==> src/rtl/core/cmb_pkg.sv <==
// cmb_pkg: widths, types, codes and saturating helpers for the cubic multibrot engine
// used by every module under rtl/core; depends on nothing else
`default_nettype none

package cmb_pkg;

  // field and arithmetic widths
  localparam int COORD_BITS = 12;
  localparam int FRAC_BITS  = 30;
  localparam int ITER_BITS  = 16;
  localparam int WORD_BITS  = FRAC_BITS + 6;
  localparam int STEP_BITS  = WORD_BITS - 1;
  localparam int WIDE_BITS  = 2 * WORD_BITS;
  localparam int MAP_BITS   = COORD_BITS + STEP_BITS;
  localparam int HALF_BITS  = WORD_BITS / 2;
  localparam int HI_BITS    = WORD_BITS - HALF_BITS;
  localparam int PROD_BITS  = 2 * WORD_BITS;
  localparam int RND_BITS   = PROD_BITS - FRAC_BITS;
  localparam int CFG_INDEX_BITS = 2;

  // request queue between front and back
  localparam int QUEUE_DEPTH = 2;
  localparam int QPTR_BITS   = $clog2(QUEUE_DEPTH);
  localparam int QCNT_BITS   = $clog2(QUEUE_DEPTH + 1);

  // multiplier bookkeeping
  localparam int MUL_LATENCY = 4;
  localparam int OUTST_BITS  = $clog2(MUL_LATENCY + 2);

  typedef logic signed [WORD_BITS-1:0] word_t;
  typedef logic signed [WIDE_BITS-1:0] wide_t;
  typedef logic [COORD_BITS-1:0]       coord_t;
  typedef logic [ITER_BITS-1:0]        iter_t;
  typedef logic [STEP_BITS-1:0]        step_t;

  localparam word_t ORIGIN_RESET = word_t'(-(longint'(2) <<< FRAC_BITS));
  localparam step_t STEP_RESET   = STEP_BITS'(5368709);
  localparam iter_t ITER_RESET   = ITER_BITS'(64);

  localparam wide_t WORD_MAX_W   = (wide_t'(1) <<< (WORD_BITS - 1)) - wide_t'(1);
  localparam wide_t WORD_MIN_W   = -(wide_t'(1) <<< (WORD_BITS - 1));
  localparam wide_t ESCAPE_LIMIT = wide_t'(4) <<< FRAC_BITS;

  typedef enum logic [CFG_INDEX_BITS-1:0] {
    CFG_ORIGIN_RE  = 2'd0,
    CFG_ORIGIN_IM  = 2'd1,
    CFG_PIXEL_STEP = 2'd2,
    CFG_MAX_ITER   = 2'd3
  } cfg_idx_t;

  typedef struct packed {
    word_t origin_re;
    word_t origin_im;
    step_t pixel_step;
    iter_t max_iter;
  } cfg_t;

  typedef struct packed {
    coord_t pixel_x;
    coord_t pixel_y;
  } pix_t;

  typedef struct packed {
    coord_t out_x;
    coord_t out_y;
    iter_t  iter_count;
    logic   escaped;
    word_t  final_re;
    word_t  final_im;
  } res_t;

  // mapped request handed from front to back
  typedef struct packed {
    coord_t px;
    coord_t py;
    word_t  c_re;
    word_t  c_im;
  } qitem_t;

  typedef enum logic [2:0] {
    OP_RR  = 3'd0,
    OP_II  = 3'd1,
    OP_RRR = 3'd2,
    OP_RII = 3'd3,
    OP_RRI = 3'd4,
    OP_III = 3'd5
  } mul_op_t;

  typedef struct packed {
    logic    valid;
    mul_op_t op;
    word_t   a;
    word_t   b;
  } mul_req_t;

  typedef struct packed {
    logic    valid;
    mul_op_t op;
    word_t   p;
  } mul_rsp_t;

  typedef enum logic [3:0] {
    BE_IDLE      = 4'd0,
    BE_CHECK     = 4'd1,
    BE_SQ        = 4'd2,
    BE_SQ_WAIT   = 4'd3,
    BE_TEST      = 4'd4,
    BE_CUBE_B    = 4'd5,
    BE_CUBE_C    = 4'd6,
    BE_CUBE_D    = 4'd7,
    BE_CUBE_WAIT = 4'd8,
    BE_COMB      = 4'd9,
    BE_ADD       = 4'd10,
    BE_DONE      = 4'd11
  } be_state_t;

  function automatic wide_t sx(input word_t v);
    return wide_t'(v);
  endfunction

  function automatic word_t sat_word(input wide_t v);
    word_t r;
    if (v > WORD_MAX_W) begin
      r = word_t'(WORD_MAX_W[WORD_BITS-1:0]);
    end else if (v < WORD_MIN_W) begin
      r = word_t'(WORD_MIN_W[WORD_BITS-1:0]);
    end else begin
      r = word_t'(v[WORD_BITS-1:0]);
    end
    return r;
  endfunction

endpackage

`default_nettype wire

==> src/rtl/core/cmb_front.sv <==
// cmb_front: accepts pixel requests and maps them to the complex point c
// depends on cmb_pkg
`default_nettype none

module cmb_front (
  input  wire logic            clk,
  input  wire logic            rst,
  input  wire cmb_pkg::cfg_t   cfg,
  input  wire logic            pix_valid,
  output logic                 pix_stall,
  input  wire cmb_pkg::pix_t   pix,
  output logic                 push_valid,
  input  wire logic            push_ready,
  output cmb_pkg::qitem_t      push_item
);

  logic                          a_valid;
  cmb_pkg::coord_t               a_x;
  cmb_pkg::coord_t               a_y;
  logic [cmb_pkg::MAP_BITS-1:0]  a_pre;
  logic [cmb_pkg::MAP_BITS-1:0]  a_pim;
  logic [cmb_pkg::MAP_BITS-1:0]  pre;
  logic [cmb_pkg::MAP_BITS-1:0]  pim;
  cmb_pkg::wide_t                sum_re;
  cmb_pkg::wide_t                sum_im;
  logic                          b_valid;
  logic                          b_free;
  logic                          a_free;

  // coordinate times step, exact
  assign pre = pix.pixel_x * cfg.pixel_step;
  assign pim = pix.pixel_y * cfg.pixel_step;

  assign sum_re = cmb_pkg::sx(cfg.origin_re)
                + $signed({{(cmb_pkg::WIDE_BITS - cmb_pkg::MAP_BITS){1'b0}}, a_pre});
  assign sum_im = cmb_pkg::sx(cfg.origin_im)
                + $signed({{(cmb_pkg::WIDE_BITS - cmb_pkg::MAP_BITS){1'b0}}, a_pim});

  assign b_free     = !b_valid || push_ready;
  assign a_free     = !a_valid || b_free;
  assign pix_stall  = !a_free;
  assign push_valid = b_valid;

  always_ff @(posedge clk) begin
    if (rst) begin
      a_valid <= 1'b0;
      b_valid <= 1'b0;
    end else begin
      if (a_free) begin
        a_valid <= pix_valid;
      end
      if (b_free) begin
        b_valid <= a_valid;
      end
    end
  end

  always_ff @(posedge clk) begin
    if (a_free && pix_valid) begin
      a_x   <= pix.pixel_x;
      a_y   <= pix.pixel_y;
      a_pre <= pre;
      a_pim <= pim;
    end
    if (b_free && a_valid) begin
      push_item.px   <= a_x;
      push_item.py   <= a_y;
      push_item.c_re <= cmb_pkg::sat_word(sum_re);
      push_item.c_im <= cmb_pkg::sat_word(sum_im);
    end
  end

endmodule

`default_nettype wire

==> config.mk <==
export PLATFORM = sky130hd
export DESIGN_NAME = cmb_front
export DESIGN_NICKNAME = d
export VERILOG_FILES = /design/src/rtl/core/cmb_pkg.sv /design/src/rtl/core/cmb_front.sv
export SDC_FILE = /design/constraint.sdc
export NUM_CORES = 2
export LEC_CHECK = 0
export BUFFER_PORTS_ARGS = -buffer_cell sky130_fd_sc_hd__buf_2
export CAP_MARGIN = 20
export CORE_AREA = 2 2 257 259
export CTS_BUF_LIST = sky130_fd_sc_hd__clkbuf_4
export CTS_CLUSTER_DIAMETER = 80
export DETAILED_ROUTE_END_ITERATION = 12
export DIE_AREA = 0 0 259 261
export PLACE_DENSITY = 0.86
export SLEW_MARGIN = 20
export SYNTH_ARGS = -nofsm -noshare
export SYNTH_HDL_FRONTEND = slang
export SYNTH_SLANG_ARGS = --single-unit
==> constraint.sdc <==
create_clock -name clk -period 22.4 [get_ports clk]
set_input_delay 5.6 -clock clk [delete_from_list [all_inputs] [get_ports clk]]
set_output_delay 5.6 -clock clk [all_outputs]
set_load 0.01 [all_outputs]
**After elaboration in Yosys (flattened, before gate mapping)**

Index checks and enable logic that the tools add are counted.

- Register bits after elaboration: 216
- Latch bits: 0
- RAM bits: 0
- Bits in read-only memories: 0
- Input bits: 151
- Output and inout port bits: 98
- Logic and storage cells: 27
- Memories kept: 0

- $add $sub $neg: 2
- $mul: 2
- Divide/modulo/power cells: 0
- Magnitude comparators: 4
- Eq/ne operators: 0
- Shift-type cells: 0
- Mux-type cells: 2
- Bitwise operators: 0
- Reductions and logical operators: 7

Operator list:

| cell | number |
|---|---|
| $add 36x48->49 | 2 |
| $gt 49x36->1 const B | 2 |
| $lt 49x36->1 const B | 2 |
| $mul 12x35->47 | 2 |
| $mux 36 | 2 |
| $logic_not 1->1 | 3 |
| $logic_and 1x1->1 | 2 |
| $logic_or 1x1->1 | 2 |

**Longest topological paths before layout**

- Word-level depth: 4
- Depth in mapped cells: 25
- Mapped depth without buffers: 23

**Least setup slack after synthesis**

OpenSTA, ideal clock, no wires.

- Path type: input to register
- From: input port pix[3] (netlist bit)
- To: register a_pim[40] (netlist bit), data pin
- Library setup time: 279 ps
- Data arrival time: 11725 ps
- Required time: 22121 ps
- Slack: 10396 ps
- Cell stages on the path: 23
- Path buffers: 2
- Path through: clkbuf_1 clkbuf_1 nand2_1 fa_1 fa_1 fa_1 inv_1 fa_1 inv_1 fa_1 inv_1 ha_1 o21a_1 o21ai_0 o21ba_2 nor2_1 o32ai_1 a21oi_1 o211ai_1 a41oi_1 o31a_1 and4b_1 or4b_2

- Word-level cells in the longest chain between the ends: 1

RTL lines:

| item | line | source |
|---|---|---|
| start: declaration | cmb_front.sv:11 | `input wire cmb_pkg::pix_t pix,` |
| $mul 12x35->47 | cmb_front.sv:32 | `assign pim = pix.pixel_y * cfg.pixel_step;` |
| via pim, one bit | cmb_front.sv:23 | `logic [cmb_pkg::MAP_BITS-1:0] pim;` |
| end signal: assignment | cmb_front.sv:63 | `a_pim <= pim;` |
| end: declaration | cmb_front.sv:21 | `logic [cmb_pkg::MAP_BITS-1:0] a_pim;` |

The timed path passes the listed nets, and every way through them passes these cells.
A chain may end at the register's enable or synchronous reset.

**Worst setup path after layout**

- From: input port pix[4] (netlist bit)
- To: register a_pim[40] (netlist bit), data pin

The elaborated chain is that of the path after synthesis.

==> impl_metrics.env <==
export IMPL_port_buffers=232
export IMPL_fmax_mhz=81.9
export IMPL_rows=94
export IMPL_area_growth_pct=6.09
export IMPL_ctsRootBufferMaster="clkbuf_4"
export IMPL_arrival_ps=12740
export IMPL_powerDensity_mw_per_mm2=157
export IMPL_setup_violations=0
export IMPL_grt_usage=0.264
export IMPL_hold_viol_final=0
export IMPL_ys_types=78
export IMPL_vias_per_cell=5.66
export IMPL_netlist_instances=4122
export IMPL_hp_class="flip-flop to flip-flop"
export IMPL_layout_nets=5304
export IMPL_grt_first_pass_wirelength_um=146000
export IMPL_die_area_mm2=0.0676
export IMPL_drtPass1Iterations=6
export IMPL_critPathLaunchType="input pin"
export IMPL_wire_per_inst_um=16.9
export IMPL_grt_pass1_vias=30830
export IMPL_peakVddDrop_mv=0.152
export IMPL_power_switching_uw=3130
export IMPL_clock_latency_ps=800
export IMPL_cts_resized=0
export IMPL_core_area_mm2=0.0650
export IMPL_start_util=0.582
export IMPL_io_pins=249
export IMPL_synth_seq_cells=216
export IMPL_post_cts_buffers=0
export IMPL_maxCapViolations=0
export IMPL_utilization=0.617
export IMPL_multiInputGateArea_mm2=0.0278
export IMPL_gp_congestion=0.897
export IMPL_slew_headroom=0.350
export IMPL_synth_top_area_share=0.350
export IMPL_whs_ps=416
export IMPL_synth_area_mm2=0.0378
export IMPL_worstMarginPinSlew_ps=966
export IMPL_drc=0
export IMPL_p_leak_uw=0.0195
export IMPL_grt_ovfl_total=0
export IMPL_clock_sinks=216
export IMPL_p_sw_frac=0.496
export IMPL_antenna_found_initial=13
export IMPL_n_fill_cell=5369
export IMPL_cts_buffers=59
export IMPL_die_w_um=259
export IMPL_crit_required_ps=22930
export IMPL_htree_levels=2
export IMPL_worst_setup_path_type="input pin to flip-flop"
export IMPL_cts_hold_buf=0
export IMPL_final_setup_skew_ps=72.1
export IMPL_drt_total_wl_um=86700
export IMPL_tns_ps=0
export IMPL_p_int_uw=3190
export IMPL_dp_hpwl_um=65700
export IMPL_vias=29069
export IMPL_seqPwrFrac=0.136
export IMPL_die_h_um=261
export IMPL_comb_power_share=0.808
export IMPL_synth_edf_count=214
export IMPL_cp_max_fo=36
export IMPL_async_flop_share=0
export IMPL_yosysWarningCount=0
export IMPL_period_needed_ps=12210
export IMPL_regArea_mm2=0.00647
export IMPL_synth_top_area_cell="fa_1"
export IMPL_finalCritPeriodShare=0.545
export IMPL_syn_num_nets=5201
export IMPL_initialDrtViolationCount=1871
export IMPL_cp_end_kind="flip-flop"
export IMPL_cts_tree="yes"
export IMPL_cts_buffer_depth=3
export IMPL_clock_power_share=0.056
export IMPL_status="finished, final reports clean"
export IMPL_seq_area_frac_synth=0.171
export IMPL_postSynthAreaPerCell_um2=9.18
export IMPL_grt_max_degree=63
export IMPL_slew_violations=0
export IMPL_rsz0062_at_grt="false"
export IMPL_cts_reportedPaths_clkPinSlew_ps=60
export IMPL_drive_gt1_frac=0.0843
export IMPL_postRouteAntennaNets=0
export IMPL_synth_area_top_cells="fa_1, edfxtp_1, ha_1, inv_1, nand2_1"
export IMPL_ys_flop_type="edfxtp_1"
-- stage by stage --
step                      instances  total power (uW)  worst slack [ps]  area (um2)
after floorplan                4122              4900             10400       37800
after global placement         5028              5790              9590       39400
after detailed placement       5028              5940              9430       39400
after CTS                      5134              6340             10320       40100
after global routing           5136              7040              9900       40100
final                          5138              6320             10190       40200
-- cells in the mapped netlist, types with 5 or more instances --
cell type  count
inv_1        749
nand2_1      699
fa_1         662
ha_1         266
and2_1       252
edfxtp_1     214
clkbuf_1     187
a21oi_1      166
o21ai_0      123
nor2_1       101
xnor2_1      100
a21o_1        82
xor2_1        62
o21a_1        41
o21ai_1       38
nand3_1       36
nand4_1       30
o21bai_1      30
nor3_1        25
and3_1        23
a211oi_1      21
nand2b_1      19
o211ai_1      19
nor2b_1       17
a31oi_1       15
o31ai_1       11
or3_1          9
a211o_1        6
a21boi_0       6
and4_1         6
buf_2          6
o211a_1        5
or4_1          5
-- cells by family after synthesis --
logic type	after synthesis	synth area share
multiplexers	2	0.000529
adder cells (fa/ha/maj)	928	0.438
AND/OR/NAND/NOR	1243	0.152
buffers and inverters	949	0.0952
XOR/XNOR	162	0.0375
AO/OA/AOI/OAI	622	0.106
flip-flops	216	0.171
-- worst max-delay path, stage by stage --
cell      delay (ps)
buf_2            600
nand2_1          200
fa_1             580
fa_1             460
fa_1             550
inv_1             50
fa_1             480
inv_1             50
fa_1             470
inv_1             40
ha_1             320
o21a_1           140
o21ai_0          110
o21ba_2          280
nor2_1            70
o32ai_1          620
a21oi_1          240
o211ai_1         280
a41oi_1          290
o31a_1           440
and4b_1          230
or4b_2           630
-- state kept, by name, indices dropped and copies added (netlist names) --
| register | flops |
|---|---|
| push_item | 96 |
| a_pre | 47 |
| a_pim | 47 |
| a_y | 12 |
| a_x | 12 |
| push_valid | 1 |
| a_valid | 1 |
-- path summary, 6_finish.rpt --
kind | from | endpoint | slack (ps) | cells after the start
hold reg to reg | a_y[2] | push_item[74] | 420 | 0
setup reg to reg | a_pim[0] | push_item[23] | 17930 | 14
setup / recovery | pix[4] | a_pim[40] | 10190 | 22
hold / removal | a_y[2] | push_item[74] | 420 | 0
-- power by group through the flow --
stage | combinational (uW) | clock [uW] | sequential [uW]
after floorplan | 4030 | 0 | 871
after global placement | 4920 | 0 | 872
after detailed placement | 5070 | 0 | 873
after CTS | 5100 | 369 | 864
after global routing | 5780 | 387 | 872
final | 5100 | 355 | 860
-- routing by layer --
metal,GRT usage,share of wire,wire length [um],vias up
met5,0,0.0014,121,-
met4,0.0899,0.028,2460,20
met3,0.0457,0.069,5940,228
met2,0.464,0.51,43900,1021
met1,0.331,0.40,34200,14549
li1,-,-,-,13251
-- layout make-up --
type                            count  share of cell area
Timing Repair Buffer              242              0.0308
Inverter                          749              0.0700
Clock inverter                     19             0.00218
Clock buffer                       87              0.0163
Sequential cell                   216               0.161
Tap cell                          864              0.0269
Multi-Input combinational cell   2957               0.693
Antenna cell                        4            0.000249
-- cells in the final DEF, fill, tap and decap left out, types with 21 or more instances in the layout --
cell type  instances
and3_1            23
xor2_1            62
ha_1             266
o21ai_0          123
edfxtp_1         214
clkbuf_4          87
a211oi_1          21
nor2_1           101
nand4_1           30
nor3_1            25
buf_2            232
xnor2_1          100
inv_1            749
and2_1           252
nand2_1          699
fa_1             662
o21a_1            41
a21oi_1          166
o21bai_1          30
a21o_1            82
nand3_1           36
o21ai_1           38
(Power assumes the default switching activity.)
