[config.mk]
export PLATFORM = sky130hd
export DESIGN_NAME = cmb_fmul
export DESIGN_NICKNAME = d
export VERILOG_FILES = /design/src/rtl/core/cmb_pkg.sv /design/src/rtl/core/cmb_fmul.sv
export SDC_FILE = /design/constraint.sdc
export NUM_CORES = 2
export LEC_CHECK = 0
export BUFFER_PORTS_ARGS = -buffer_cell sky130_fd_sc_hd__buf_2
export CORE_ASPECT_RATIO = 0.5
export CORE_MARGIN = 3
export CORE_UTILIZATION = 71
export CTS_BUF_LIST = sky130_fd_sc_hd__clkbuf_16
export CTS_CLUSTER_DIAMETER = 60
export DETAILED_ROUTE_END_ITERATION = 10
export PLACE_DENSITY = 0.86
export SYNTH_ARGS = -nofsm -noshare
export SYNTH_HDL_FRONTEND = slang
export SYNTH_SLANG_ARGS = --single-unit
[constraint.sdc]
create_clock -name clk -period 24.9 [get_ports clk]
set_clock_uncertainty 0.2 [all_clocks]
set_input_delay 1.245 -clock clk [delete_from_list [all_inputs] [get_ports clk]]
set_output_delay 1.245 -clock clk [all_outputs]
set_load 0.005 [all_outputs]
[src/rtl/core/cmb_pkg.sv]
// cmb_pkg: widths, types, codes and saturating helpers for the cubic multibrot engine
// used by every module under rtl/core; depends on nothing else
`default_nettype none

package cmb_pkg;

  // field and arithmetic widths
  localparam int COORD_BITS = 12;
  localparam int FRAC_BITS  = 30;
  localparam int ITER_BITS  = 16;
  localparam int WORD_BITS  = FRAC_BITS + 6;
  localparam int STEP_BITS  = WORD_BITS - 1;
  localparam int WIDE_BITS  = 2 * WORD_BITS;
  localparam int MAP_BITS   = COORD_BITS + STEP_BITS;
  localparam int HALF_BITS  = WORD_BITS / 2;
  localparam int HI_BITS    = WORD_BITS - HALF_BITS;
  localparam int PROD_BITS  = 2 * WORD_BITS;
  localparam int RND_BITS   = PROD_BITS - FRAC_BITS;
  localparam int CFG_INDEX_BITS = 2;

  // request queue between front and back
  localparam int QUEUE_DEPTH = 2;
  localparam int QPTR_BITS   = $clog2(QUEUE_DEPTH);
  localparam int QCNT_BITS   = $clog2(QUEUE_DEPTH + 1);

  // multiplier bookkeeping
  localparam int MUL_LATENCY = 4;
  localparam int OUTST_BITS  = $clog2(MUL_LATENCY + 2);

  typedef logic signed [WORD_BITS-1:0] word_t;
  typedef logic signed [WIDE_BITS-1:0] wide_t;
  typedef logic [COORD_BITS-1:0]       coord_t;
  typedef logic [ITER_BITS-1:0]        iter_t;
  typedef logic [STEP_BITS-1:0]        step_t;

  localparam word_t ORIGIN_RESET = word_t'(-(longint'(2) <<< FRAC_BITS));
  localparam step_t STEP_RESET   = STEP_BITS'(5368709);
  localparam iter_t ITER_RESET   = ITER_BITS'(64);

  localparam wide_t WORD_MAX_W   = (wide_t'(1) <<< (WORD_BITS - 1)) - wide_t'(1);
  localparam wide_t WORD_MIN_W   = -(wide_t'(1) <<< (WORD_BITS - 1));
  localparam wide_t ESCAPE_LIMIT = wide_t'(4) <<< FRAC_BITS;

  typedef enum logic [CFG_INDEX_BITS-1:0] {
    CFG_ORIGIN_RE  = 2'd0,
    CFG_ORIGIN_IM  = 2'd1,
    CFG_PIXEL_STEP = 2'd2,
    CFG_MAX_ITER   = 2'd3
  } cfg_idx_t;

  typedef struct packed {
    word_t origin_re;
    word_t origin_im;
    step_t pixel_step;
    iter_t max_iter;
  } cfg_t;

  typedef struct packed {
    coord_t pixel_x;
    coord_t pixel_y;
  } pix_t;

  typedef struct packed {
    coord_t out_x;
    coord_t out_y;
    iter_t  iter_count;
    logic   escaped;
    word_t  final_re;
    word_t  final_im;
  } res_t;

  // mapped request handed from front to back
  typedef struct packed {
    coord_t px;
    coord_t py;
    word_t  c_re;
    word_t  c_im;
  } qitem_t;

  typedef enum logic [2:0] {
    OP_RR  = 3'd0,
    OP_II  = 3'd1,
    OP_RRR = 3'd2,
    OP_RII = 3'd3,
    OP_RRI = 3'd4,
    OP_III = 3'd5
  } mul_op_t;

  typedef struct packed {
    logic    valid;
    mul_op_t op;
    word_t   a;
    word_t   b;
  } mul_req_t;

  typedef struct packed {
    logic    valid;
    mul_op_t op;
    word_t   p;
  } mul_rsp_t;

  typedef enum logic [3:0] {
    BE_IDLE      = 4'd0,
    BE_CHECK     = 4'd1,
    BE_SQ        = 4'd2,
    BE_SQ_WAIT   = 4'd3,
    BE_TEST      = 4'd4,
    BE_CUBE_B    = 4'd5,
    BE_CUBE_C    = 4'd6,
    BE_CUBE_D    = 4'd7,
    BE_CUBE_WAIT = 4'd8,
    BE_COMB      = 4'd9,
    BE_ADD       = 4'd10,
    BE_DONE      = 4'd11
  } be_state_t;

  function automatic wide_t sx(input word_t v);
    return wide_t'(v);
  endfunction

  function automatic word_t sat_word(input wide_t v);
    word_t r;
    if (v > WORD_MAX_W) begin
      r = word_t'(WORD_MAX_W[WORD_BITS-1:0]);
    end else if (v < WORD_MIN_W) begin
      r = word_t'(WORD_MIN_W[WORD_BITS-1:0]);
    end else begin
      r = word_t'(v[WORD_BITS-1:0]);
    end
    return r;
  endfunction

endpackage

`default_nettype wire

[src/rtl/core/cmb_fmul.sv]
// cmb_fmul: four-stage saturating fixed-point multiplier, one product per cycle
// depends on cmb_pkg
`default_nettype none

module cmb_fmul (
  input  wire logic              clk,
  input  wire logic              rst,
  input  wire cmb_pkg::mul_req_t req,
  output cmb_pkg::mul_rsp_t      rsp
);

  localparam int W = cmb_pkg::WORD_BITS;
  localparam int H = cmb_pkg::HALF_BITS;
  localparam logic [cmb_pkg::RND_BITS-1:0] NEG_LIM =
    cmb_pkg::RND_BITS'({1'b1, {(W - 1){1'b0}}});
  localparam logic [cmb_pkg::RND_BITS-1:0] POS_LIM = NEG_LIM - cmb_pkg::RND_BITS'(1);

  // stage 1: magnitudes and sign
  logic                   s1_valid;
  cmb_pkg::mul_op_t       s1_op;
  logic [W-1:0]           s1_ma;
  logic [W-1:0]           s1_mb;
  logic                   s1_neg;
  // stage 2: low partial product
  logic                   s2_valid;
  cmb_pkg::mul_op_t       s2_op;
  logic [W+H-1:0]         s2_pl;
  logic [W-1:0]           s2_ma;
  logic [cmb_pkg::HI_BITS-1:0] s2_mbh;
  logic                   s2_neg;
  // stage 3: full product, scaled
  logic                   s3_valid;
  cmb_pkg::mul_op_t       s3_op;
  logic [cmb_pkg::RND_BITS-1:0] s3_r;
  logic                   s3_neg;
  // stage 4: signed, saturated product
  logic                   rsp_valid;
  cmb_pkg::mul_op_t       rsp_op;
  cmb_pkg::word_t         rsp_p;

  logic [W-1:0]                     ma;
  logic [W-1:0]                     mb;
  logic [W+H-1:0]                   pl;
  logic [W+cmb_pkg::HI_BITS-1:0]    ph;
  logic [cmb_pkg::PROD_BITS-1:0]    full;
  logic [cmb_pkg::RND_BITS-1:0]     lim;
  logic [cmb_pkg::RND_BITS-1:0]     rc;
  logic [W-1:0]                     rw;

  assign ma   = req.a[W-1] ? (~req.a + W'(1)) : req.a;
  assign mb   = req.b[W-1] ? (~req.b + W'(1)) : req.b;
  assign pl   = s1_ma * s1_mb[H-1:0];
  assign ph   = s2_ma * s2_mbh;
  assign full = {{(cmb_pkg::PROD_BITS - W - H){1'b0}}, s2_pl}
              + {ph, {H{1'b0}}};
  assign lim  = s3_neg ? NEG_LIM : POS_LIM;
  assign rc   = (s3_r > lim) ? lim : s3_r;
  assign rw   = rc[W-1:0];

  always_comb begin
    rsp.valid = rsp_valid;
    rsp.op    = rsp_op;
    rsp.p     = rsp_p;
  end

  always_ff @(posedge clk) begin
    if (rst) begin
      s1_valid  <= 1'b0;
      s2_valid  <= 1'b0;
      s3_valid  <= 1'b0;
      rsp_valid <= 1'b0;
    end else begin
      s1_valid  <= req.valid;
      s2_valid  <= s1_valid;
      s3_valid  <= s2_valid;
      rsp_valid <= s3_valid;
    end
  end

  always_ff @(posedge clk) begin
    s1_op  <= req.op;
    s1_ma  <= ma;
    s1_mb  <= mb;
    s1_neg <= req.a[W-1] ^ req.b[W-1];

    s2_op  <= s1_op;
    s2_pl  <= pl;
    s2_ma  <= s1_ma;
    s2_mbh <= s1_mb[W-1:H];
    s2_neg <= s1_neg;

    s3_op  <= s2_op;
    s3_r   <= full[cmb_pkg::PROD_BITS-1:cmb_pkg::FRAC_BITS];
    s3_neg <= s2_neg;

    rsp_op <= s3_op;
    rsp_p  <= s3_neg ? cmb_pkg::word_t'(~rw + W'(1)) : cmb_pkg::word_t'(rw);
  end

endmodule

`default_nettype wire

After elaboration in Yosys (flattened, before gate mapping)
Cells that the tools add are included.
- logic and storage cells: 36
- input bits: 78
- bits in registers: 277
- output and inout port bits: 40
- multipliers: 2
- $lt $le $gt $ge: 1
- $add $sub $neg: 4
- bitwise operators: 4
- multiplexer cells: 5
- operator list (operator ; count):
    36-bit by 18-bit multiplier with 54-bit output ; 2
    36-bit two-way mux ; 3
    36-bit inverter ; 3
    36-bit by 2-bit adder with 36-bit output, second input constant ; 2
    54-bit by 72-bit adder with 72-bit output ; 1
    35-bit two-way mux ; 2
    42-bit by 36-bit > comparator with 1-bit output ; 1
    36-bit by 1-bit adder with 36-bit output, second input constant ; 1
    1-bit bitwise XOR ; 1

Longest topological paths before layout
- depth after elaboration: 6
- gate-level depth with buffers: 35
- depth with buffers taken out: 32

Worst setup path before layout
OpenSTA, ideal clock, no wires.
- path type: flip-flop to flip-flop
- start point: register s2_mbh[9] (netlist bit)
- end point: register s3_r[40] (netlist bit)
- path buffers: 3
- cell stages (with the launch flop): 33
- library setup time: 0.142 ns
- arrival: 7.644 ns
- data required time: 24.558 ns
- slack: 16.914 ns
- clock period less this slack: 7.986 ns
- cell sequence: dfxtp_1 > clkbuf_1 > clkbuf_1 > nand2_1 > fa_1 > inv_1 > fa_1 > inv_1 > fa_1 > inv_1 > fa_1 > fa_1 > inv_1 > fa_1 > inv_1 > ha_1 > and4_1 > o211ai_1 > o211a_1 > o211a_2 > xnor2_1 > ha_1 > clkbuf_1 > a21o_1 > a21o_1 > a21oi_1 > a31oi_1 > o21ai_0 > o31ai_1 > nand4_1 > or2_1 > nor4_1 > xnor2_1
- longest elaborated chain between the ends: 2
- RTL lines (element ; line ; text):
    from (decl) ; cmb_fmul.sv:29 ; logic [cmb_pkg::HI_BITS-1:0] s2_mbh;
    from (signal assigned) ; cmb_fmul.sv:89 ; s2_mbh <= s1_mb[W-1:H];
    36-bit by 18-bit multiplier with 54-bit output ; cmb_fmul.sv:53 ; assign ph = s2_ma * s2_mbh;
    54-bit by 72-bit adder with 72-bit output ; cmb_fmul.sv:55 ; + {ph, {H{1'b0}}};
    net full, one bit ; cmb_fmul.sv:45 ; logic [cmb_pkg::PROD_BITS-1:0] full;
    to (signal assigned) ; cmb_fmul.sv:93 ; s3_r <= full[cmb_pkg::PROD_BITS-1:cmb_pkg::FRAC_BITS];
    to (decl) ; cmb_fmul.sv:34 ; logic [cmb_pkg::RND_BITS-1:0] s3_r;
The timed path passes the listed nets, and every way through them passes these cells.
A chain may end at the register's enable or synchronous reset.

Worst setup path after layout
- start point: register s2_ma[7]
- end point: register s3_r[38] (netlist bit)
- longest elaborated chain between the ends: 2
- RTL lines (element ; line ; text):
    from (decl) ; cmb_fmul.sv:28 ; logic [W-1:0] s2_ma;
    from (signal assigned) ; cmb_fmul.sv:88 ; s2_ma <= s1_ma;
    36-bit by 18-bit multiplier with 54-bit output ; cmb_fmul.sv:53 ;
    54-bit by 72-bit adder with 72-bit output ; cmb_fmul.sv:55 ;
    net full, one bit ; cmb_fmul.sv:45 ;
The timed path passes the listed nets, and every way through them passes these cells.

==> results by group <==
Clocking
  – Post_cts resized: 0
  – CTS tree: built
  – Num CTS Buffers: 29
  – CTS clock-pin slew for the worst setup and hold paths: 0.07 ns
  – Largest buffer count on any clock path: 3
  – H-tree depth: 1
  – Clk root buf: clkbuf_16
  – Post-CTS setup buffer count: 0
  – Hold-fix buffers, CTS: 0
  – Worst-Skew Late Latency: 0.60 ns
  – CTS sink cnt: about 260

Synthesis
  – Netlist Area Pre-Place: 50900 sq um
  – Seq cells post-synth: 259
  – Asr flop ratio synth: 0
  – Post-synth EDFFs: 0
  – Avg Synthesized Cell Area: 8.71 sq um
  – Post-synthesis sequential area ratio: 0.102
  – Syn_nets: 7342
  – Most used DFF post-synth: dfxtp_1
  – Library cells used by synthesis: 84
  – Yosys warns: 0
  – Synthesized instance count: 5846
  – Biggest area consumer among synthesized cells: fa_1
  – Synth top area share: 0.427
  – Main area contributors after synthesis: fa_1, dfxtp_1, inv_1, ha_1, nand2_1

STA
  – Final setup vio count: 0
  – Max-slew violation count: 0
  – Final Cycle Share: 0.364
  – Max-slew headroom: 0.106
  – Worst Tran Pin Value: 1.34 ns
  – Fmax: about 0.11 GHz
  – Final hold vios: 0
  – RSZ-0062 raised after global routing: no
  – Setup TNS: 0 ns
  – Fin crit period: 9.07 ns

Final layout
  – Layout cell share with drive strength beyond 1: 0.0474
  – Register area: roughly 5200 sq um
  – Most frequent cells in the layout: inv_1, nand2_1, fa_1
  – Most common cell after layout, fill and taps aside: inv_1
  – Area delta synth->final: 3.96%
  – Fin util: 0.757
  – Final net count: 7217
  – Post-Layout Inst Area: roughly 53000 sq um
  – # fillers: 4815
  – Multi-input gate area: 39800 sq um

Detailed routing
  – DR pass1 iterations: 6
  – Final ANT Viol Nets: 0
  – WL/cell: 21.0 um
  – Drt total wl: approximately 140000 um
  – Via count: 40613
  – Drt drc: 0
  – Iter 0 DRT Violations: 3828
  – DR vias/cell: 6.07

Worst hold path
  – Hold Crit Class: reg2reg

GRT
  – Number of global-route vias before repair: 44643
  – First-pass GRT wire length: 231000 um
  – Total track usage: 0.390
  – Largest net degree at the start of global routing: about 90
  – Initial antenna violation count: 5
  – Gr ovfl total: 0

Job
  – Maxcap violations: 0

Critical path
  – Crit path largest cell delay: 0.89 ns
  – Reg2reg path depth: 29
  – Worst EP required: ~25 ns
  – R2r setup slk: 15.83 ns
  – Crit Reg-Reg Startpoint: s2_ma[7]
  – Worst setup EP type: register
  – CP Class: reg2reg
  – Critical R2R Capture: s3_r[38]
  – Worst Setup SP: s2_ma[7]
  – Worst-path fanout max: 18
  – CP max-delay cell: dfxtp_1
  – Setup crit end: s3_r[38]
  – Arr. time, crit path: 9.39 ns
  – Critical path startpoint category: register
  – Cell mode on critical path: fa_1

Floorplan
  – Die area: 75200 sq um
  – CORE AREA: 69900 sq um
  – Die H: 195 um
  – IO Count: 118
  – Die span in x: 385 um
  – Initial Util: 0.728
  – Row count: 68

Place
  – Placer's final routability congestion estimate: between 0.9 and 1
  – Port Buffer Count: 117
  – Area after DPL: 51900 sq um
  – HPWL Detailed: 106000 um

Run status
  – Status: complete, no violations
cells by family (layout without fill, tap and decap cells):
kind of cell    after synthesis  count (layout)  synth area share
simple gates               1842            1842             0.168
buf+inv                    1584            1482             0.117
fa+ha+maj                  1418            1418             0.509
compound gates              545             545            0.0703
flops                       259             259             0.102
xor+xnor                    185             185            0.0318
mux                          13              13           0.00258
other cells                   0               4                 0
synthesized netlist by cell type, types with 24 or more instances:
master / number
fa_1: 1086
o31ai_1: 25
xnor2_1: 142
dfxtp_1: 259
inv_1: 1255
a21o_1: 66
nor2_1: 117
a21oi_1: 156
o21ai_0: 96
nand3_1: 38
nand2_1: 1092
and2_1: 346
nor3_1: 46
clkbuf_1: 319
xor2_1: 43
or3_1: 24
ha_1: 332
nand4_1: 43
sequential cells by signal, summed over array words and instances, names as in the netlist, 3 cells and up:
name	cells
rsp_p	36
s2_pl	36
s2_ma	36
s3_op	3
s1_ma	36
s3_r	42
s1_op	3
s1_mb	36
rsp_op	3
s2_mbh	18
s2_op	3
through the flow:
step	setup WS, ns	hold slack (ns)	instances
detailed placement	16.06	0.113	6635
floorplan	16.91	0.110	5846
finish	15.83	0.122	6693
global route	15.40	0.119	6690
CTS	16.04	0.123	6689
global placement	16.21	0.110	6635
worst max-delay path: cells and delay by family (launching register included):
family / cells / cell delay (ns)
buffers and inverters: 4 / 0.23
DFF: 1 / 0.89
xor gates and xnor gates: 2 / 0.36
AOI/OAI and AO/OA: 8 / 1.82
and+or+nand+nor: 7 / 1.85
adders and majority gates: 8 / 3.66
how the worst min path moves through the flow:
stage,cells after the start,slack (ns),to,start
floorplan,0,0.11,rsp_op[0],s3_op[0]
global placement,0,0.11,rsp_op[1],s3_op[1]
detailed placement,0,0.11,s2_mbh[5],s1_mb[23]
CTS,0,0.12,s3_neg,s2_neg
global route,0,0.12,s3_neg,s2_neg
finish,0,0.12,s3_op[1],s2_op[1]
routing by layer:
metal,vias to the layer above,wire length [um],GRT usage
met2,2666,63900,0.626
met1,20093,51700,0.509
met4,4,6470,0.156
met5,-,28,0
li1,17298,-,-
met3,552,18500,0.102
final cells by class:
cell class / count / area share
Timing Repair Buffer: 172 / 0.0189
Tap cell: 945 / 0.0223
Multi-Input combinational cell: 4003 / 0.751
Clock inverter: 25 / 0.00600
Antenna cell: 4 / 0.000189
Inverter: 1256 / 0.0891
Sequential cell: 259 / 0.0984
Clock buffer: 29 / 0.0137
Power is left out: the tool's default activity adds up to more than one toggle a clock period on the data nets, which glitch-free logic cannot reach.
