--- src/rtl/core/cmb_pkg.sv ---
// cmb_pkg: widths, types, codes and saturating helpers for the cubic multibrot engine
// used by every module under rtl/core; depends on nothing else
`default_nettype none

package cmb_pkg;

  // field and arithmetic widths
  localparam int COORD_BITS = 12;
  localparam int FRAC_BITS  = 30;
  localparam int ITER_BITS  = 16;
  localparam int WORD_BITS  = FRAC_BITS + 6;
  localparam int STEP_BITS  = WORD_BITS - 1;
  localparam int WIDE_BITS  = 2 * WORD_BITS;
  localparam int MAP_BITS   = COORD_BITS + STEP_BITS;
  localparam int HALF_BITS  = WORD_BITS / 2;
  localparam int HI_BITS    = WORD_BITS - HALF_BITS;
  localparam int PROD_BITS  = 2 * WORD_BITS;
  localparam int RND_BITS   = PROD_BITS - FRAC_BITS;
  localparam int CFG_INDEX_BITS = 2;

  // request queue between front and back
  localparam int QUEUE_DEPTH = 2;
  localparam int QPTR_BITS   = $clog2(QUEUE_DEPTH);
  localparam int QCNT_BITS   = $clog2(QUEUE_DEPTH + 1);

  // multiplier bookkeeping
  localparam int MUL_LATENCY = 4;
  localparam int OUTST_BITS  = $clog2(MUL_LATENCY + 2);

  typedef logic signed [WORD_BITS-1:0] word_t;
  typedef logic signed [WIDE_BITS-1:0] wide_t;
  typedef logic [COORD_BITS-1:0]       coord_t;
  typedef logic [ITER_BITS-1:0]        iter_t;
  typedef logic [STEP_BITS-1:0]        step_t;

  localparam word_t ORIGIN_RESET = word_t'(-(longint'(2) <<< FRAC_BITS));
  localparam step_t STEP_RESET   = STEP_BITS'(5368709);
  localparam iter_t ITER_RESET   = ITER_BITS'(64);

  localparam wide_t WORD_MAX_W   = (wide_t'(1) <<< (WORD_BITS - 1)) - wide_t'(1);
  localparam wide_t WORD_MIN_W   = -(wide_t'(1) <<< (WORD_BITS - 1));
  localparam wide_t ESCAPE_LIMIT = wide_t'(4) <<< FRAC_BITS;

  typedef enum logic [CFG_INDEX_BITS-1:0] {
    CFG_ORIGIN_RE  = 2'd0,
    CFG_ORIGIN_IM  = 2'd1,
    CFG_PIXEL_STEP = 2'd2,
    CFG_MAX_ITER   = 2'd3
  } cfg_idx_t;

  typedef struct packed {
    word_t origin_re;
    word_t origin_im;
    step_t pixel_step;
    iter_t max_iter;
  } cfg_t;

  typedef struct packed {
    coord_t pixel_x;
    coord_t pixel_y;
  } pix_t;

  typedef struct packed {
    coord_t out_x;
    coord_t out_y;
    iter_t  iter_count;
    logic   escaped;
    word_t  final_re;
    word_t  final_im;
  } res_t;

  // mapped request handed from front to back
  typedef struct packed {
    coord_t px;
    coord_t py;
    word_t  c_re;
    word_t  c_im;
  } qitem_t;

  typedef enum logic [2:0] {
    OP_RR  = 3'd0,
    OP_II  = 3'd1,
    OP_RRR = 3'd2,
    OP_RII = 3'd3,
    OP_RRI = 3'd4,
    OP_III = 3'd5
  } mul_op_t;

  typedef struct packed {
    logic    valid;
    mul_op_t op;
    word_t   a;
    word_t   b;
  } mul_req_t;

  typedef struct packed {
    logic    valid;
    mul_op_t op;
    word_t   p;
  } mul_rsp_t;

  typedef enum logic [3:0] {
    BE_IDLE      = 4'd0,
    BE_CHECK     = 4'd1,
    BE_SQ        = 4'd2,
    BE_SQ_WAIT   = 4'd3,
    BE_TEST      = 4'd4,
    BE_CUBE_B    = 4'd5,
    BE_CUBE_C    = 4'd6,
    BE_CUBE_D    = 4'd7,
    BE_CUBE_WAIT = 4'd8,
    BE_COMB      = 4'd9,
    BE_ADD       = 4'd10,
    BE_DONE      = 4'd11
  } be_state_t;

  function automatic wide_t sx(input word_t v);
    return wide_t'(v);
  endfunction

  function automatic word_t sat_word(input wide_t v);
    word_t r;
    if (v > WORD_MAX_W) begin
      r = word_t'(WORD_MAX_W[WORD_BITS-1:0]);
    end else if (v < WORD_MIN_W) begin
      r = word_t'(WORD_MIN_W[WORD_BITS-1:0]);
    end else begin
      r = word_t'(v[WORD_BITS-1:0]);
    end
    return r;
  endfunction

endpackage

`default_nettype wire

--- src/rtl/core/cmb_queue.sv ---
// cmb_queue: short request queue between the front and back parts
// depends on cmb_pkg
`default_nettype none

module cmb_queue (
  input  wire logic             clk,
  input  wire logic             rst,
  input  wire logic             push_valid,
  output logic                  push_ready,
  input  wire cmb_pkg::qitem_t  push_item,
  output logic                  pop_valid,
  input  wire logic             pop,
  output cmb_pkg::qitem_t       pop_item
);

  cmb_pkg::qitem_t               entries [cmb_pkg::QUEUE_DEPTH];
  logic [cmb_pkg::QPTR_BITS-1:0] wr_ptr;
  logic [cmb_pkg::QPTR_BITS-1:0] rd_ptr;
  logic [cmb_pkg::QCNT_BITS-1:0] count;
  logic                          do_push;
  logic                          do_pop;

  assign push_ready = count != cmb_pkg::QCNT_BITS'(cmb_pkg::QUEUE_DEPTH);
  assign pop_valid  = count != '0;
  assign pop_item   = entries[rd_ptr];
  assign do_push    = push_valid && push_ready;
  assign do_pop     = pop && pop_valid;

  always_ff @(posedge clk) begin
    if (rst) begin
      wr_ptr <= '0;
      rd_ptr <= '0;
      count  <= '0;
    end else begin
      if (do_push) begin
        wr_ptr <= wr_ptr + cmb_pkg::QPTR_BITS'(1);
      end
      if (do_pop) begin
        rd_ptr <= rd_ptr + cmb_pkg::QPTR_BITS'(1);
      end
      if (do_push && !do_pop) begin
        count <= count + cmb_pkg::QCNT_BITS'(1);
      end else if (do_pop && !do_push) begin
        count <= count - cmb_pkg::QCNT_BITS'(1);
      end
    end
  end

  always_ff @(posedge clk) begin
    if (do_push) begin
      entries[wr_ptr] <= push_item;
    end
  end

endmodule

`default_nettype wire

--- config.mk ---
export PLATFORM = sky130hd
export DESIGN_NAME = cmb_queue
export DESIGN_NICKNAME = d
export VERILOG_FILES = /design/src/rtl/core/cmb_pkg.sv /design/src/rtl/core/cmb_queue.sv
export SDC_FILE = /design/constraint.sdc
export NUM_CORES = 1
export LEC_CHECK = 0
export BUFFER_PORTS_ARGS = -buffer_cell sky130_fd_sc_hd__buf_2
export CAP_MARGIN = 20
export CORE_MARGIN = 1.5
export CORE_UTILIZATION = 49
export CTS_BUF_LIST = sky130_fd_sc_hd__clkbuf_4 sky130_fd_sc_hd__clkbuf_8
export DETAILED_ROUTE_END_ITERATION = 8
export PLACE_DENSITY = 0.78
export SLEW_MARGIN = 20
export SYNTH_ARGS = -nofsm -noshare
export SYNTH_HDL_FRONTEND = slang
export SYNTH_SLANG_ARGS = --single-unit
export TNS_END_PERCENT = 30
--- constraint.sdc ---
create_clock -name clk -period 3.2 [get_ports clk]
set_input_delay 0.48 -clock clk [delete_from_list [all_inputs] [get_ports clk]]
set_output_delay 0.48 -clock clk [all_outputs]
set_load 0.005 [all_outputs]
# == Yosys cells after proc, flatten, opt, wreduce, memory -nomap -nowiden ==
# Memories as Yosys holds them, arrays and structs flattened. A register that Yosys moved wholly into a read port is not among the register bits.
# Index checks and enable logic that the tools add are counted.
# op_classes
addsub,4
multipliers,0
div_mod_pow,0
magnitude_cmp,0
eq_ne,1
n_shift,0
muxes,6
n_bitwise,0
reduce_logical,8
# ops
cell,n
1-bit logical AND,4
1-bit 2-to-1 mux,4
2-bit 2-to-1 mux,2
2-bit nonzero test,2
1-bit adder (second input constant),2
2-bit by 1-bit adder with 2-bit output (second input constant),1
1-bit logical NOT,2
2-bit != test (second input constant),1
2-bit by 1-bit subtractor with 2-bit output (second input constant),1
# word_totals
reg_bits,4
latch_bits,0
mem_bits_rw,192
rom_bits,0
inputBits,100
output_inout_bits,98
elab_cells,23
mem_count,1
# memory_table
name,depth,word_bits,rd,rd_ports_with_merged_regs,wr,line,source
entries,2,96,1,1,1,cmb_queue.sv:16,cmb_pkg::qitem_t entries [cmb_pkg::QUEUE_DEPTH];

# == Logic depth before layout (Yosys ltp) ==
# Gate-level depths: netlist of run 1.
# logic_depth
word_depth,6
ltp_mapped,6
mapped_depth_nobuf,6

# == Worst setup path after synthesis of run 1 ==
# No wires, ideal clock.
# synth_path
path_type,register -> register
startpoint,reg count[0] (netlist name)
endpoint,"mem entries[1][0] (netlist name), enable pin"
setup_ps,466
t_arrival_ps,2871
required_time_ps,2734
path_slack_ps,-137
path_stages_with_launch,3
path_buffers,0
synth_period_minus_slack_ps,3337
cell_sequence,dfxtp_1 > nand2b_1 > and3_1
# synth_via
elab_chain_cells,4
# synth_rtl
element,line,source
from (decl),cmb_queue.sv:19,logic [cmb_pkg::QCNT_BITS-1:0] count;
from (signal assigned),cmb_queue.sv:42,count <= count + cmb_pkg::QCNT_BITS'(1);
from (signal assigned),cmb_queue.sv:44,count <= count - cmb_pkg::QCNT_BITS'(1);
2-bit != test,cmb_queue.sv:23,assign push_ready = count != cmb_pkg::QCNT_BITS'(cmb_pkg::QUEUE_DEPTH);
named net push_ready,cmb_queue.sv:9,"output logic push_ready,"
1-bit logical AND,cmb_queue.sv:26,assign do_push = push_valid && push_ready;
1-bit 2-to-1 mux,cmb_queue.sv:50,if (do_push) begin
1-bit 2-to-1 mux (implied by the code),cmb_queue.sv:51,entries[wr_ptr] <= push_item;
to (decl),cmb_queue.sv:16,
# The timed path passes the listed nets, and every way through them passes these cells.

==> metrics.md, run 1 <==
| Metric | Value |
|---|---|
| Port Buffers | 197 |
| First-pass GRT wire length | 18900 um |
| Filler Cell Count | 1073 |
| Hold buffer count at cts | 0 |
| Total placed cells including tap cells | 700 |
| Core ar. | 14600 sq um |
| Yosys reg bits | between 150 and 200 |
| Post-Syn Area | 7350 sq um |
| Die Ht | around 130 um |
| Detailed-route via count | 3669 |
| Die ar. | 15700 sq um |
| Final Net Count | 636 |
| Iter 0 DRT Violations | 231 |
| Top cells by area, synth | edfxtp_1 78%, mux2_2 8.6%, mux2_4 8.2%, dfxtp_1 1.4%, buf_12 1.1% |
| Synth Flop Type | edfxtp_1 |
| Final Skew | 12.4 ps |
| HPWL after detailed placement | between 8000 and 9000 um |
| Grt total ovfl | 0 |
| Crit Path Category | reg2out |
| Dpl ws | 1170 ps |
| GPL Wtd Cong | 0.710 |
| Hold Path Class | in2reg |
| Slew Viols, Final | 0 |
| Drt pass-1 iters | 4 |
| Vias in the first global route | 3714 |
| Worst Path Required | 2720 ps |
| Crit path DAT | 1860 ps |
| Post-synth EDFFs | 192 |
| Tightest Pin Transition | 711 ps |
| Seq/Total Area, Yosys | 79.8% |
| Clock tree buffer depth | 2 |
| Clock slew at reported path FFs | 100 ps |
| Non-Filler Instances | about 730 |
| Minimum clock period | 2340 ps |
| # resized after CTS | 0 |
| Root Driver | clkbuf_8 |
| Top cells by count, synth | 192 x edfxtp_1, 56 x mux2_2, 40 x mux2_4 |
| Die width | 125 um |
| Biggest area consumer among synthesized cells | edfxtp_1 |
| Setup tns final | 0 ps |
| Area grow syn2layout | 21.4% |
| Antenna Nets Post-Route | 0 |
| Post-CTS setup buffers | 0 |
| Inserted Clock Buffers | 17 |
| Top cell type's share of synthesized area | between 70% and 80% |
| Total number of H-tree levels | 4 |
| Max Fclk | around 0.43 GHz |
| Pwr/cell area | 729 nW/um^2 |
| Register area | 5870 sq um |
| Final setup vio count | 0 |
| Worst setup margin | 865 ps |
| CTS tree | yes |
| Clock Latency Late Sink | 450 ps |
| Max-slew headroom | between 50 and 60% |
| Final worst-path cycle share | 73.0% |
| # diodes | 0 |
| Reg2reg setup slack | 1160 ps |
| Largest net degree at the start of global routing | 51 |
| Peak VDD IR | 0.000490 V |
| Final instance area | 8930 sq um |
| Maximum fanout along the worst path | 26 |
| Standard-cell rows | 44 |
| Unique masters post-synth | 21 |
| Share of cells above drive strength 1 | around 61% |
| Yosys warnings | 0 |
| Ys async rst share | 0% |
| Critical path endpoint category | primary output |
| Initial Util | approximately 50% |
| Synth Net Count | 424 |
| Avg Synthesized Cell Area | 22.8 sq um |
| Final hold vios | 0 |
| Count leader, synth | edfxtp_1 |
| Via/cell ratio | approximately 5 |
| Gr usage total | 16.1% |
| Clk sinks | around 200 |
| Residual DRC | 0 |
| Status | finished clean |
| Multi-input logic area | ~1400 sq um |
| RSZ-0062 raised after global routing | false |
| Wire length per cell | 17.4 um |
| Initial antenna violation count | 1 |
| Placed cell areas | 8520 sq um |
| Post-Route WL | 12800 um |
| CP Launch Type | flop |
| Cells after synthesis | 323 |
| Maxcap violations | 0 |
| Leakage power | 3.40 nW |
| I/O Pins | 198 |
-- sequential cells by signal, indices dropped and copies added (netlist names), named ones only --
name,flops
entries,192
count,2
wr_ptr,1
rd_ptr,1
-- metrics by stage --
stage | power, W | utilization [%] | hold WS (ps)
3_5_place_dp | 0.00502 | 58.4 | 508
2_1_floorplan | 0.00445 | - | 471
6_report | 0.00651 | 61.2 | 211
3_3_place_gp | 0.00497 | 58.4 | 485
4_1_cts | 0.00660 | 61.2 | 167
5_1_grt | 0.00681 | 61.2 | 179
-- cell usage in the layout, fill, tap and decap left out, types with 2 or more instances in the layout --
cell	count
bufinv_16	2
buf_4	5
clkinvlp_4	2
clkbuf_4	2
clkinv_2	3
nor2_1	3
dfxtp_1	4
buf_12	2
o21ai_0	2
buf_2	197
a21oi_1	2
xor2_1	3
mux2_2	56
mux2_4	40
edfxtp_1	192
clkbuf_8	19
inv_6	3
-- area by class of cell --
type	count	share of cell area [%]
flip-flops and latches	197	65.8
multi-input cells	114	15.2
repair buffers	204	11.9
clock buffers	21	3.10
well taps	184	2.58
clock inverters	11	1.40
inverters	1	0.0701
-- per-layer routing --
metal	part of all wire (%)	global-route usage, %	vias up
met2	49	25.9	147
met4	1.4	6.35	0
li1	-	-	1698
met3	7.8	5.43	17
met5	0	0	-
met1	42	20.2	1807
-- kinds of logic after synthesis --
group	after synthesis	share of synthesized area, %
flops	197	79.8
mux	96	16.7
buf+inv	12	1.84
simple gates	9	0.681
compound gates	5	0.409
xor+xnor	3	0.358
fa+ha+maj	1	0.170
-- worst max-delay path: stages (launching register included) --
cell,delay (ps)
dfxtp_4,500
buf_4,380
mux2_2,390
buf_2,130
-- final timing paths --
check | depth (start not counted) | startpoint | to
worst max register to register | 3 | count[0] | entries[1][16]
worst min-delay path | 1 | push_item[11] | entries[0][11]
worst max-delay path | 3 | flop | pop_item[78]
worst min register to register | 2 | count[1] | count[1]
-- where the power goes --
group | switching (W) | leakage, nW | internal [W]
Combinational | 0.000733 | 1.36 | 0.000867
Clock | 0.000824 | 0.204 | 0.000759
Sequential | 0.000108 | 1.83 | 0.00322
Total | 0.00167 | 3.40 | 0.00484
(Power assumes the default switching activity.)
==> run 2, diff against run 1 <==
==> constraint.sdc (replaced) <==
create_clock -name clk -period 2.1 [get_ports clk]
set_input_delay 0.315 -clock clk [delete_from_list [all_inputs] [get_ports clk]]
set_output_delay 0.315 -clock clk [all_outputs]
set_load 0.005 [all_outputs]
==> run 2 against run 1 <==
  * Clock power up 37%
  * Non-clock buffer count is 19 higher
  * Combinational power increased by 66%
  * First-iteration DRC count down 14%
  * Critical path type unchanged
  * Critical endpoint is now pop_item[3]
  * Highest routed layer unchanged
==> metrics.md, run 2 (same netlist as run 1, synthesis figures left out) <==
| Metric | Value |
|---|---|
| Die width | 125 um |
| Crit Path Category | reg2out |
| Grt total ovfl | 0 |
| CP peak stage delay | 380 ps |
| Leakage power | 3.47 nW |
| # diodes | 0 |
| Iter 0 DRT Violations | 198 |
| Total Power | ~0.0099 W |
| Final setup vio count | 0 |
| Residual DRC | 0 |
| Gr usage total | 16.4% |
| Clock Latency Late Sink | about 450 ps |
| Final hold vios | 0 |
| Largest net degree at the start of global routing | 72 |
| Maxcap violations | 0 |
| Core ar. | 14600 sq um |
| Detailed-route via count | 3714 |
| Slew Viols, Final | 0 |
| Vias in the first global route | 3829 |
| Most common cell after layout, fill and taps aside | buf_2 |
| Share of cells above drive strength 1 | 60.8% |
| CP Cell Sequence | buf_12 -> buf_12 -> mux2_2 -> buf_2 |
| Hold Slack | 47.6 ps |
| Post-Route WL | 12900 um |
| WP buf/inv | 3 |
| Worst setup margin | 159 ps |
| Maximum fanout along the worst path | 22 |
| Critical path endpoint category | primary output |
| Max-slew headroom | roughly 71% |
| CP delay by family, top | buffers and inverters |
| Wire length per cell | 17.2 um |
| Area grow syn2layout | 24.2% |
| Standard-cell rows | 44 |
| I/O Pins | 198 |
| Total number of H-tree levels | 4 |
| Initial antenna violation count | 1 |
| CP Launch Type | flop |
| Die Ht | 125 um |
| Max Fclk | 0.515 GHz |
| Die ar. | 15700 sq um |
| CP max-delay cell | dfxtp_4 |
| CTS tree | yes |
| Root Driver | clkbuf_8 |
| Status | finished clean |
| Drt pass-1 iters | 6 |
| Pwr/cell area | 1080 nW/um^2 |
| Final worst-path cycle share | 92.4% |
| Final Skew | 9.88 ps |
| GPL Wtd Cong | 0.702 |
| Clk sinks | 197 |
| Filler Cell Count | 1067 |
| Final Net Count | ~660 |
| Most flops, register | entries |
| Tightest Pin Transition | about 440 ps |
| Clock slew at reported path FFs | 100 ps |
| Top Registers | entries (192), count (2) |
| Most frequent cells in the layout | 197 x buf_2, 192 x edfxtp_1, 56 x mux2_2 |
| Worst Path Required | 1780 ps |
| Hold Path Class | in2reg |
| HPWL after detailed placement | about 8500 um |
| Minimum clock period | 1940 ps |
| Max FFs per register | 192 |
| Crit path DAT | 1630 ps |
| Inserted Clock Buffers | 17 |
| RSZ-0062 raised after global routing | false |
| Dpl ws | roughly 470 ps |
| Via/cell ratio | between 4 and 5 |
| Antenna Nets Post-Route | 0 |
| CP most frequent cell | buf_12 |
| First-pass GRT wire length | 19400 um |
| Initial Util | 50.4% |
| Clock tree buffer depth | 2 |
| Peak VDD IR | 0.000680 V |
| Port Buffers | 197 |
[run 2: metal layers]
layer / routed length [um] / part of all wire [%] / vias to the layer above / global-route usage, %
met1: 5030 / 39 / 1816 / 18.7
met5: 0 / 0 / - / 0
met3: 1100 / 8.5 / 18 / 7.66
met2: 6540 / 51 / 141 / 26.8
met4: 223 / 1.7 / 0 / 6.42
li1: - / - / 1739 / -
[run 2: where the power goes]
group | switching, W | total [W] | internal (W) | leakage [nW]
registers | 0.000143 | 0.00505 | 0.00491 | 1.84
clock network | 0.00133 | 0.00217 | 0.000844 | 0.169
logic | 0.00118 | 0.00265 | 0.00148 | 1.47
total | 0.00264 | 0.00987 | 0.00723 | 3.47
[run 2: through the flow]
stage	cell area (sq um)	TNS [ps]	util, %	instances
after global routing	9130	0	62.6	751
after global placement	8590	0	58.9	701
final	9130	0	62.6	751
after floorplan	7360	-37210	-	323
after CTS	8960	0	61.4	734
after detailed placement	8590	0	58.9	701
[run 2: worst reg2reg max path, cell delays in order (launching register included)]
cell,delay [ps]
dfxtp_1,440
nand2b_4,90
and2_1,160
ha_1,330
or3_1,370
a21oi_1,150
[run 2: final timing paths]
kind / from / to / slack [ps] / cells past startpoint
setup / recovery: flop / pop_item[3] / 160 / 4
hold / removal: push_item[15] / entries[1][15] / 50 / 1
setup reg to reg: count[1] / count[1] / 500 / 5
hold reg to reg: rd_ptr / rd_ptr / 550 / 2
[run 2: timing repair]
action / 4_1_cts / 5_1_grt
setup endpoints to repair: 60 / 8
gates resized for setup: 0 / 0
hold endpoints to repair: 0 / 25
buffers inserted: 1 / 4
hold buffers: 0 / 13
pin swaps: 0 / 0
[run 2: final cells by class]
| class | count | area (sq um) | share of cell area (%) |
|---|---|---|---|
| flip-flops and latches | 197 | 5870 | 64.3 |
| multi-input cells | 114 | 1360 | 14.9 |
| repair buffers | 223 | 1300 | 14.3 |
| clock buffers | 17 | 234 | 2.56 |
| well taps | 184 | 230 | 2.52 |
| clock inverters | 15 | 123 | 1.34 |
| inverters | 1 | 7.51 | 0.0822 |
==> run 3, diff against run 2 <==
--- a/config.mk
+++ b/config.mk
@@ -11,6 +11,7 @@
 export CORE_UTILIZATION = 49
 export CTS_BUF_LIST = sky130_fd_sc_hd__clkbuf_4 sky130_fd_sc_hd__clkbuf_8
 export DETAILED_ROUTE_END_ITERATION = 8
+export GPL_TIMING_DRIVEN = 0
 export PLACE_DENSITY = 0.78
 export SLEW_MARGIN = 20
 export SYNTH_ARGS = -nofsm -noshare
==> run 3 against run 2 <==
  * Die area stayed put
  * First-iteration DRC count is 8.6% lower
  * Combinational power is 3% higher
  * Critical endpoint is now pop_item[86]
  * Highest routed layer unchanged
  * Via count is 0.51% higher
  * Critical path type unchanged
  * Sequential power hardly changed
  * Count of clock-buffer cells in the layout stayed put
  * Global-route usage is 0.48 points higher
  * Fmax is 2.2% lower
  * Setup slack worse by 44 ps
  * Clock power is 14% higher
  * Register-to-register slack worse by 230 ps
  * Final area is 0.40% higher
==> metrics.md, run 3 (same netlist as run 1, synthesis figures left out) <==
| Metric | Value |
|---|---|
| Final Skew | slightly below 9 ps |
| Hold Path Class | in2reg |
| Iter 0 DRT Violations | 181 |
| Initial antenna violation count | 1 |
| Post-CTS setup buffers | 0 |
| Post-Route WL | 12800 um |
| Max Fclk | 0.504 GHz |
| Inserted Clock Buffers | 17 |
| Most common cell after layout, fill and taps aside | buf_2 |
| Worst Path Required | 1780 ps |
| Clock tree buffer depth | 2 |
| CP max-delay cell | mux2_2 |
| Critical path endpoint category | primary output |
| Detailed-route via count | between 3000 and 4000 |
| CP most frequent cell | buf_2 |
| Die Ht | 125 um |
| Crit Path Category | reg2out |
| First-pass GRT wire length | 20200 um |
| Tightest Pin Transition | between 500 and 600 ps |
| Peak VDD IR | 0.000618 V |
| Total Power | 0.0102 W |
| I/O Pins | ~200 |
| GPL Wtd Cong | 0.664 |
| Maxcap violations | 0 |
| Residual DRC | 0 |
| Clk sinks | 197 |
| Minimum clock period | 1980 ps |
| Share of cells above drive strength 1 | 61.5% |
| Clock Latency Late Sink | 460 ps |
| Placed cell areas | 8700 sq um |
| Final hold vios | 0 |
| Max FFs per register | 192 |
| Total number of H-tree levels | 4 |
| Non-Filler Instances | 746 |
| Filler Cell Count | about 1100 |
| Total placed cells including tap cells | just over 700 |
| Port Buffers | 197 |
| Final worst-path cycle share | 94.5% |
| CP Launch Type | flop |
| Core ar. | approximately 15000 sq um |
| Area grow syn2layout | 24.7% |
| Status | finished clean |
| Crit path DAT | 1670 ps |
| HPWL after detailed placement | 8960 um |
| Clock slew at reported path FFs | 100 ps |
| Final Net Count | 649 |
| Leakage power | 3.49 nW |
| Wire length per cell | 17.2 um |
| CP peak stage delay | 380 ps |
| Grt total ovfl | 0 |
| Gr usage total | between 10% and 20% |
| Most frequent cells in the layout | 199 x buf_2, 192 x edfxtp_1, 56 x mux2_2 |
| CP Cell Sequence | buf_6 -> buf_2 -> mux2_2 -> buf_2 |
| Max-slew headroom | 62.7% |
| Maximum fanout along the worst path | 10 |
| Final instance area | 9170 sq um |
| Pwr/cell area | around 1100 nW/um^2 |
| Top Registers | entries (192), count (2) |
| Final setup vio count | 0 |
| Slew Viols, Final | 0 |
| Drt pass-1 iters | 6 |
| Via/cell ratio | between 5 and 6 |
| Die width | about 130 um |
| Hold Slack | 40.8 ps |
| Root Driver | clkbuf_8 |
| Largest net degree at the start of global routing | 39 |
| Vias in the first global route | 4008 |
| Most flops, register | entries |
| Die ar. | ~16000 sq um |
| Initial Util | 50.4% |
| CTS tree | yes |
| Standard-cell rows | between 40 and 50 |
| Antenna Nets Post-Route | 0 |
==> run 3: final timing paths <==
path / endpoint / cells after the start / startpoint / slack (ps)
worst max-delay path: pop_item[86] / 4 / flop / 120
worst min-delay path: entries[0][70] / 1 / push_item[70] / 40
worst max register to register: entries[0][89] / 4 / count[1] / 270
worst min register to register: rd_ptr / 2 / rd_ptr / 520
==> run 3: area by class of cell <==
| type | instances | area [sq um] | area share, % |
|---|---|---|---|
| Sequential cell | 197 | 5870 | 64.0 |
| Antenna cell | 1 | 2.50 | 0.0273 |
| Clock inverter | 15 | 176 | 1.92 |
| Multi-Input combinational cell | 114 | 1360 | 14.9 |
| Timing Repair Buffer | 206 | 1140 | 12.5 |
| Tap cell | 184 | 230 | 2.51 |
| Clock buffer | 17 | 234 | 2.55 |
| Buffer | 11 | 144 | 1.57 |
| Inverter | 1 | 7.51 | 0.0819 |
==> run 3: timing repair <==
action | in CTS | in global routing
gates resized for setup | 0 | 4
endpoints found under the hold margin | 2 | 6
setup endpoints to repair | 0 | 33
hold buffers | 1 | 3
==> run 3: worst max-delay path: cells and delay by family (launching register included) <==
family / cells / cell delay [ps]
buffers and inverters: 3 / 510
DFF: 1 / 330
muxes: 1 / 380
==> run 3: power breakdown <==
part / switching [W] / internal (W)
clock: 0.00130 / 0.00118
combinational: 0.00121 / 0.00153
sequential: 0.000129 / 0.00490
==> run 3: through the flow <==
step	worst slack (ps)	TNS [ps]	utilization [%]
2_1_floorplan	-327	-37210	-
3_3_place_gp	-1060	-158900	58.8
3_5_place_dp	280	0	59.6
4_1_cts	31.3	0	62.5
5_1_grt	-0.906	-0.906	62.8
6_report	115	0	62.8
==> run 3: per-layer routing <==
layer  track usage (%)  vias to the layer above  wire length, um
li1                  -                     1735                -
met1              18.8                     1833             5010
met2              28.8                      149             6480
met3              7.49                       16             1130
met4              5.88                        0              188
met5                 0                        -                0
